[config.mk]
export PLATFORM = sky130hd
export DESIGN_NAME = serial_adc_24bit_readout
export DESIGN_NICKNAME = d
export VERILOG_FILES = /design/src/hdl/sadc_pkg.sv /design/src/hdl/sadc_seq.sv /design/src/hdl/serial_adc_24bit_readout.sv
export SDC_FILE = /design/constraint.sdc
export NUM_CORES = 1
export LEC_CHECK = 0
export BUFFER_PORTS_ARGS = -buffer_cell sky130_fd_sc_hd__buf_2
export CAP_MARGIN = 40
export CORE_MARGIN = 3
export CORE_UTILIZATION = 45
export CTS_CLUSTER_DIAMETER = 80
export DETAILED_ROUTE_END_ITERATION = 10
export PLACE_DENSITY = 0.67
export SETUP_SLACK_MARGIN = 0.3
export SYNTH_ARGS = -nofsm -noshare
export SYNTH_HDL_FRONTEND = slang
export SYNTH_HIERARCHICAL = 1
export SYNTH_SLANG_ARGS = --single-unit
export TNS_END_PERCENT = 100
[constraint.sdc]
create_clock -name clk -period 4.79 [get_ports clk]
set_input_delay 0.7185 -clock clk [delete_from_list [all_inputs] [get_ports clk]]
set_output_delay 0.7185 -clock clk [all_outputs]
set_load 0.03 [all_outputs]
[src/hdl/sadc_pkg.sv]
// Shared constants, types and field positions for the serial ADC readout.
// No dependencies.
package sadc_pkg;

  localparam int SAMPLE_BITS = 24;
  localparam int COUNT_WIDTH = 8;
  localparam int BIT_IDX_W   = $clog2(SAMPLE_BITS);
  localparam int READING_W   = 26;
  localparam int CFG_W       = 8;
  localparam int OFFSET_W    = 24;
  localparam int CFG_IDX_W   = 3;
  localparam int CFG_DATA_W  = 24;

  localparam int IN_W          = 8;
  localparam int OUT_FIELDS_W  = 3 + READING_W;
  localparam int OUT_W         = ((OUT_FIELDS_W + 7) / 8) * 8;
  localparam int OUT_PAD_W     = OUT_W - OUT_FIELDS_W;

  localparam int IN_START_BIT   = 0;
  localparam int IN_CHANNEL_BIT = 1;
  localparam int IN_PIN_A_BIT   = 2;
  localparam int IN_PIN_B_BIT   = 3;

  localparam int OUT_CLOCK_BIT = 0;
  localparam int OUT_BUSY_BIT  = 1;
  localparam int OUT_VALID_BIT = 2;
  localparam int OUT_READ_LSB  = 3;
  localparam int OUT_READ_MSB  = OUT_READ_LSB + READING_W - 1;

  localparam logic [CFG_IDX_W-1:0] CFG_WAIT_LOW  = 3'd0;
  localparam logic [CFG_IDX_W-1:0] CFG_WAIT_HIGH = 3'd1;
  localparam logic [CFG_IDX_W-1:0] CFG_SETTLE    = 3'd2;
  localparam logic [CFG_IDX_W-1:0] CFG_HALF      = 3'd3;
  localparam logic [CFG_IDX_W-1:0] CFG_OFFSET    = 3'd4;

  localparam logic [CFG_W-1:0]    RST_WAIT_LOW  = 8'd36;
  localparam logic [CFG_W-1:0]    RST_WAIT_HIGH = 8'd12;
  localparam logic [CFG_W-1:0]    RST_SETTLE    = 8'd3;
  localparam logic [CFG_W-1:0]    RST_HALF      = 8'd3;
  localparam logic [OFFSET_W-1:0] RST_OFFSET    = 24'd5230000;

  typedef enum logic [2:0] {
    PH_IDLE   = 3'd0,
    PH_EDGE   = 3'd1,
    PH_DELAY  = 3'd2,
    PH_SETTLE = 3'd3,
    PH_HIGH   = 3'd4,
    PH_LOW    = 3'd5
  } sadc_phase_t;

  typedef struct packed {
    logic [CFG_W-1:0]    wait_after_low;
    logic [CFG_W-1:0]    wait_after_high;
    logic [CFG_W-1:0]    settle_ticks;
    logic [CFG_W-1:0]    half_period;
    logic [OFFSET_W-1:0] result_offset;
  } sadc_cfg_t;

  typedef struct packed {
    logic                        clock_level;
    logic                        busy_res;
    logic                        sample_valid;
    logic signed [READING_W-1:0] reading;
  } sadc_res_t;

  function automatic logic [COUNT_WIDTH-1:0] to_cnt(input logic [CFG_W-1:0] v);
    return COUNT_WIDTH'(v);
  endfunction

endpackage

[src/hdl/sadc_seq.sv]
// Tick sequencer: phase control, tick counter, bit shifter and result conversion.
// Depends on sadc_pkg.
module sadc_seq
  import sadc_pkg::*;
(
  input  logic      clk,
  input  logic      rst_n,
  input  logic      step_en,
  input  logic      start_req,
  input  logic      channel,
  input  logic      data_pin_a,
  input  logic      data_pin_b,
  input  sadc_cfg_t cfg,
  output sadc_res_t res
);

  sadc_phase_t                phase_r, phase_nxt;
  logic [COUNT_WIDTH-1:0]     cnt_r, cnt_nxt;
  logic [BIT_IDX_W-1:0]       bit_r, bit_nxt;
  logic [SAMPLE_BITS-1:0]     shift_r, shift_nxt;
  logic                       lch_r, lch_nxt;
  logic                       first_r, first_nxt;
  logic                       clk_r, clk_nxt;

  logic                       pin;
  logic [COUNT_WIDTH-1:0]     half_cnt;
  logic [COUNT_WIDTH-1:0]     settle_cnt;
  logic [COUNT_WIDTH-1:0]     wait_cnt;
  logic                       cnt_last;
  logic                       last_bit;
  logic [SAMPLE_BITS-1:0]     mag;
  logic [READING_W-1:0]       off_ext;
  logic [READING_W-1:0]       conv;
  logic                       valid;

  assign pin        = lch_r ? data_pin_b : data_pin_a;
  assign half_cnt   = (to_cnt(cfg.half_period) == '0) ? COUNT_WIDTH'(1)
                                                       : to_cnt(cfg.half_period);
  assign settle_cnt = to_cnt(cfg.settle_ticks);
  assign wait_cnt   = first_r ? to_cnt(cfg.wait_after_high) : to_cnt(cfg.wait_after_low);
  assign cnt_last   = (cnt_r == COUNT_WIDTH'(1));
  assign last_bit   = (bit_r >= BIT_IDX_W'(SAMPLE_BITS - 1));
  assign mag        = ~shift_r;
  assign off_ext    = READING_W'(cfg.result_offset);
  assign conv       = shift_r[SAMPLE_BITS-1] ? (off_ext - READING_W'(mag))
                                             : (off_ext + READING_W'(shift_r));

  always_comb begin
    phase_nxt = phase_r;
    case (phase_r)
      PH_IDLE: begin
        if (start_req) phase_nxt = PH_EDGE;
      end
      PH_EDGE: begin
        if (pin != first_r) begin
          if (wait_cnt != '0)        phase_nxt = PH_DELAY;
          else if (settle_cnt != '0) phase_nxt = PH_SETTLE;
          else                       phase_nxt = PH_HIGH;
        end
      end
      PH_DELAY: begin
        if (cnt_last) phase_nxt = (settle_cnt != '0) ? PH_SETTLE : PH_HIGH;
      end
      PH_SETTLE: begin
        if (cnt_last) phase_nxt = PH_HIGH;
      end
      PH_HIGH: begin
        if (cnt_last) phase_nxt = PH_LOW;
      end
      PH_LOW: begin
        if (cnt_last) phase_nxt = last_bit ? PH_IDLE : PH_HIGH;
      end
      default: phase_nxt = PH_IDLE;
    endcase
  end

  always_comb begin
    cnt_nxt   = cnt_r;
    bit_nxt   = bit_r;
    shift_nxt = shift_r;
    lch_nxt   = lch_r;
    first_nxt = first_r;
    clk_nxt   = clk_r;
    valid     = 1'b0;
    case (phase_r)
      PH_IDLE: begin
        if (start_req) begin
          lch_nxt   = channel;
          clk_nxt   = 1'b0;
          first_nxt = channel ? data_pin_b : data_pin_a;
          shift_nxt = '0;
          bit_nxt   = '0;
          cnt_nxt   = '0;
        end
      end
      PH_EDGE: begin
        if (pin != first_r) begin
          if (wait_cnt != '0) begin
            cnt_nxt = wait_cnt;
          end else if (settle_cnt != '0) begin
            cnt_nxt = settle_cnt;
          end else begin
            cnt_nxt = half_cnt;
            clk_nxt = 1'b1;
          end
        end
      end
      PH_DELAY: begin
        cnt_nxt = cnt_r - COUNT_WIDTH'(1);
        if (cnt_last) begin
          if (settle_cnt != '0) begin
            cnt_nxt = settle_cnt;
          end else begin
            cnt_nxt = half_cnt;
            clk_nxt = 1'b1;
          end
        end
      end
      PH_SETTLE: begin
        cnt_nxt = cnt_r - COUNT_WIDTH'(1);
        if (cnt_last) begin
          cnt_nxt = half_cnt;
          clk_nxt = 1'b1;
        end
      end
      PH_HIGH: begin
        cnt_nxt = cnt_r - COUNT_WIDTH'(1);
        if (cnt_last) begin
          shift_nxt = {shift_r[SAMPLE_BITS-2:0], pin};
          clk_nxt   = 1'b0;
          cnt_nxt   = half_cnt;
        end
      end
      PH_LOW: begin
        cnt_nxt = cnt_r - COUNT_WIDTH'(1);
        if (cnt_last) begin
          if (last_bit) begin
            valid   = 1'b1;
            bit_nxt = '0;
          end else begin
            bit_nxt = bit_r + BIT_IDX_W'(1);
            cnt_nxt = half_cnt;
            clk_nxt = 1'b1;
          end
        end
      end
      default: clk_nxt = 1'b0;
    endcase
  end

  always_comb begin
    res.clock_level  = clk_nxt;
    res.busy_res     = (phase_nxt != PH_IDLE);
    res.sample_valid = valid;
    res.reading      = valid ? signed'(conv) : '0;
  end

  always_ff @(posedge clk) begin
    if (!rst_n) begin
      phase_r <= PH_IDLE;
      cnt_r   <= '0;
      bit_r   <= '0;
      shift_r <= '0;
      lch_r   <= 1'b0;
      first_r <= 1'b0;
      clk_r   <= 1'b0;
    end else if (step_en) begin
      phase_r <= phase_nxt;
      cnt_r   <= cnt_nxt;
      bit_r   <= bit_nxt;
      shift_r <= shift_nxt;
      lch_r   <= lch_nxt;
      first_r <= first_nxt;
      clk_r   <= clk_nxt;
    end
  end

endmodule

[src/hdl/serial_adc_24bit_readout.sv]
// Two-channel serial delta-sigma ADC readout, 24-bit samples, tick driven.
// Each input transfer is one timing tick and yields exactly one output transfer,
// registered, carrying the serial clock level, busy flag and, on the final tick
// of a read, the converted reading. One tick is taken every clock cycle while
// in_tready is high: the sequencer state advances in a single pass per tick and
// the result lands in an output register backed by a one-entry skid stage, so
// in_tready falls only when both hold results the downstream side has not yet
// taken. Configuration writes are registered and are to be made while no read
// is in progress. Depends on sadc_pkg and sadc_seq.
module serial_adc_24bit_readout
  import sadc_pkg::*;
(
  input  logic                  clk,
  input  logic                  rst_n,
  input  logic                  in_tvalid,
  output logic                  in_tready,
  // [0] start_req, [1] channel, [2] data_pin_a, [3] data_pin_b
  input  logic [IN_W-1:0]       in_tdata,
  output logic                  out_tvalid,
  input  logic                  out_tready,
  // [0] clock_level, [1] busy_res, [2] sample_valid, [28:3] reading
  output logic [OUT_W-1:0]      out_tdata,
  input  logic                  cfg_valid,
  output logic                  cfg_ready,
  input  logic [CFG_IDX_W-1:0]  cfg_index,
  input  logic [CFG_DATA_W-1:0] cfg_data
);

  sadc_cfg_t        cfg_r;
  sadc_res_t        res;
  logic [OUT_W-1:0] res_word;
  logic             push;
  logic             take;

  logic             out_valid_r;
  logic [OUT_W-1:0] out_data_r;
  logic             skid_valid_r;
  logic [OUT_W-1:0] skid_data_r;

  assign cfg_ready = 1'b1;

  always_ff @(posedge clk) begin
    if (!rst_n) begin
      cfg_r.wait_after_low  <= RST_WAIT_LOW;
      cfg_r.wait_after_high <= RST_WAIT_HIGH;
      cfg_r.settle_ticks    <= RST_SETTLE;
      cfg_r.half_period     <= RST_HALF;
      cfg_r.result_offset   <= RST_OFFSET;
    end else if (cfg_valid) begin
      case (cfg_index)
        CFG_WAIT_LOW:  cfg_r.wait_after_low  <= cfg_data[CFG_W-1:0];
        CFG_WAIT_HIGH: cfg_r.wait_after_high <= cfg_data[CFG_W-1:0];
        CFG_SETTLE:    cfg_r.settle_ticks    <= cfg_data[CFG_W-1:0];
        CFG_HALF:      cfg_r.half_period     <= cfg_data[CFG_W-1:0];
        CFG_OFFSET:    cfg_r.result_offset   <= cfg_data[OFFSET_W-1:0];
        default: ;
      endcase
    end
  end

  assign in_tready = !skid_valid_r;
  assign push      = in_tvalid && in_tready;
  assign take      = out_valid_r && out_tready;

  sadc_seq u_seq (
    .clk        (clk),
    .rst_n      (rst_n),
    .step_en    (push),
    .start_req  (in_tdata[IN_START_BIT]),
    .channel    (in_tdata[IN_CHANNEL_BIT]),
    .data_pin_a (in_tdata[IN_PIN_A_BIT]),
    .data_pin_b (in_tdata[IN_PIN_B_BIT]),
    .cfg        (cfg_r),
    .res        (res)
  );

  assign res_word = {{OUT_PAD_W{1'b0}}, res.reading, res.sample_valid,
                     res.busy_res, res.clock_level};

  always_ff @(posedge clk) begin
    if (!rst_n) begin
      out_valid_r  <= 1'b0;
      skid_valid_r <= 1'b0;
    end else if (skid_valid_r) begin
      if (take) begin
        out_valid_r  <= 1'b1;
        skid_valid_r <= 1'b0;
      end
    end else if (!out_valid_r || take) begin
      out_valid_r <= push;
    end else if (push) begin
      skid_valid_r <= 1'b1;
    end
  end

  always_ff @(posedge clk) begin
    if (skid_valid_r) begin
      if (take) out_data_r <= skid_data_r;
    end else if (!out_valid_r || take) begin
      if (push) out_data_r <= res_word;
    end else if (push) begin
      skid_data_r <= res_word;
    end
  end

  assign out_tvalid = out_valid_r;
  assign out_tdata  = out_data_r;

endmodule

==> flow_metrics.py <==
metrics = {
    "run_status": {
        "outcome": "finished, final reports clean",
    },
    "yosys": {
        "synth-edff-count": 58,
        "async_flop_share": 0,
        "yosys_warnings": 6,
        "yosysTopAreaCellShare": 0.242,
        "avgSynthCellArea_sq_um": 9.06,
        "syn_area_sq_um": 8360,
        "synth_area_leaders": "dfxtp_1, edfxtp_1, nand3_1",
        "synth_top_flop_cell": "dfxtp_1",
        "post-synth-top-area-cell": "dfxtp_1",
        "synth-seq-cells": 159,
        "synth_cells": 923,
        "synthMostInstantiatedCell": "nand2_1",
        "yosysSeqAreaShare": 0.450,
        "netlist_top_cells_count": "nand2_1, dfxtp_1, nand3_1",
        "synth_cell_type_count": 73,
    },
    "pwr": {
        "power.total_uw": 3250,
        "peakVddDrop_v": 0.000283,
        "power_density_nw_per_um2": 345,
        "power_leakage_uw": 0.00375,
    },
    "placement": {
        "hpwl_um": 13700,
        "dpl-instance-area_sq_um": 8800,
        "globalplace.congestion": 0.932,
        "port_buffers": 66,
        "dp.cells": 1171,
    },
    "final_layout": {
        "layout-drive-gt1-share": 0.161,
        "num_antenna_cells": 0,
        "final_util": 0.520,
        "area_delta_synth_final_pct": 12.4,
        "design_area_sq_um": 9400,
        "fin_nets": 1031,
        "finalNonFillerCells": 1203,
    },
    "job": {
        "cap_violations": 0,
    },
    "routing": {
        "ant_nets": 0,
        "finalWirelength_um": 19100,
        "first_iter_violations": 700,
        "via_per_inst": 5.69,
        "vias": 6849,
        "avgRoutedWirePerCell_um": 15.9,
        "drc_errors": 0,
        "dr.pass1.iters": 5,
    },
    "global_route": {
        "overflow": 0,
        "grt_max_degree": 49,
        "grt_pass1_wl_um": 31500,
        "grt_pass1_vias": 6281,
        "antenna_found_initial": 1,
        "grt_usage": 0.191,
    },
    "floorplan": {
        "die_h_um": 142,
        "die_area_sq_um": 20300,
        "start_util": 0.462,
        "fp.coreArea_sq_um": 18100,
        "rows": 49,
        "die_w_um": 142,
        "ios": 75,
    },
    "timing": {
        "finalSetupViolations": 0,
        "final_hold_viol_count": 0,
        "tns_ns": 0,
        "slew_headroom": 0.420,
        "worst_pin_slew_ns": 0.868,
        "layout_min_cycle_time_ns": 3.10,
        "grt_setup_unrepaired": "no",
        "drv_slew": 0,
        "post-route-period-util": 0.648,
        "fmax_mhz": 322,
        "fin_worst_skew_ns": 0.0120,
    },
    "worst_setup_path": {
        "cp-start-kind": "register",
        "critPathArrivalTime_ns": 3.40,
        "crit_path_end_kind": "register",
        "crit_fanout": 25,
        "path_class": "register to register",
        "crit_required_ns": 5.08,
        "r2r_start": "u_seq/phase_r[0]$_SDFFE_PN0P_",
        "crit_start": "u_seq/phase_r[0]$_SDFFE_PN0P_",
    },
    "cts": {
        "clkLatencyLatePin_ns": 0.43,
        "clk_path_buf_depth": 2,
        "hold_buffers": 0,
        "cts-resized-gates": 0,
        "path_clk_slew_ns": 0.06,
        "cts-buffers-inserted": 17,
        "cts_sinks": 159,
        "htree_levels": 4,
        "postCtsSetupBuffers": 0,
        "root_buffer": "clkbuf_16",
        "cts_tree": "built",
    },
    "hold_path": {
        "hp-start": "cfg_r[9]$_SDFFE_PN0P_",
        "hold_path_class": "register to register",
    },
}
## power breakdown
part / total (uW) / internal [uW] / switching (uW)
combinational: 382 / 131 / 251
sequential: 1490 / 1440 / 43.5
clock: 1380 / 786 / 593
total: 3250 / 2360 / 888
## worst max-delay path, cell delays in order (launching register included)
cell	delay [ns]
dfxtp_1	0.84
nand2_1	0.38
nor3_1	0.28
nand2_1	0.56
inv_1	0.36
o2111a_1	0.29
a21o_1	0.12
mux2_2	0.14
## per-stage QoR
step / hold WS, ns / setup slack (ns)
after floorplan: 0.434 / 2.00
after global routing: 0.494 / 1.46
after detailed placement: 0.450 / 1.80
final: 0.455 / 1.69
after global placement: 0.442 / 1.81
after CTS: 0.458 / 1.77
## state kept, by name (all words and copies together) (netlist names)
| signal | flops |
|---|---|
| out_tdata | 29 |
| cfg_r | 56 |
| u_seq/shift_r | 24 |
| u_seq/first_r | 1 |
| u_seq/phase_r | 3 |
| skid_data_r | 29 |
| u_seq/clk_r | 1 |
| u_seq/bit_r | 5 |
| skid_valid_r | 1 |
| u_seq/lch_r | 1 |
| u_seq/cnt_r | 8 |
| out_tvalid | 1 |
## worst paths after layout
path,endpoint,slack (ns),cells past startpoint
worst min register to register,cfg_r[9]$_SDFFE_PN0P_,0.46,2
worst max-delay path,out_tdata[27]$_DFFE_PP_,1.69,7
worst min-delay path,cfg_r[9]$_SDFFE_PN0P_,0.46,2
worst max register to register,out_tdata[27]$_DFFE_PP_,1.69,7
## placed cells by master, fill, tap and decap left out, types with 20 or more instances in the layout
cell type and n:
nand2_1 114, mux2_2 30, o21ai_0 61, buf_2 66, ha_1 28, dfxtp_1 101, inv_1 20, a21oi_1 74
edfxtp_1 58, nand3_1 93, nor2_1 62
## final cells by class
type | count | area (sq um)
fillers | 1670 | 8690
multi-input cells | 686 | 4250
flip-flops and latches | 159 | 3760
repair buffers | 77 | 429
clock buffers | 17 | 425
well taps | 229 | 287
clock inverters | 15 | 173
inverters | 20 | 75.1
## cells by family after synthesis
family / Yosys count / share of synthesized area
xor gates and xnor gates: 27 / 0.0283
adders and majority gates: 30 / 0.0467
other: 2 / 0.000898
DFF: 159 / 0.450
buffers and inverters: 80 / 0.0455
and+or+nand+nor: 353 / 0.203
AOI/OAI and AO/OA: 224 / 0.164
muxes: 48 / 0.0624
## layer usage
| layer | global-route usage | routed length, um | part of all wire | vias up |
|---|---|---|---|---|
| met5 | 0 | 13 | 0.00068 | - |
| li1 | - | - | - | 3424 |
| met2 | 0.303 | 8810 | 0.46 | 210 |
| met1 | 0.261 | 8980 | 0.47 | 3182 |
| met4 | 0.0665 | 374 | 0.020 | 2 |
| met3 | 0.0400 | 961 | 0.050 | 31 |
Power figures use the tool's default switching activity.
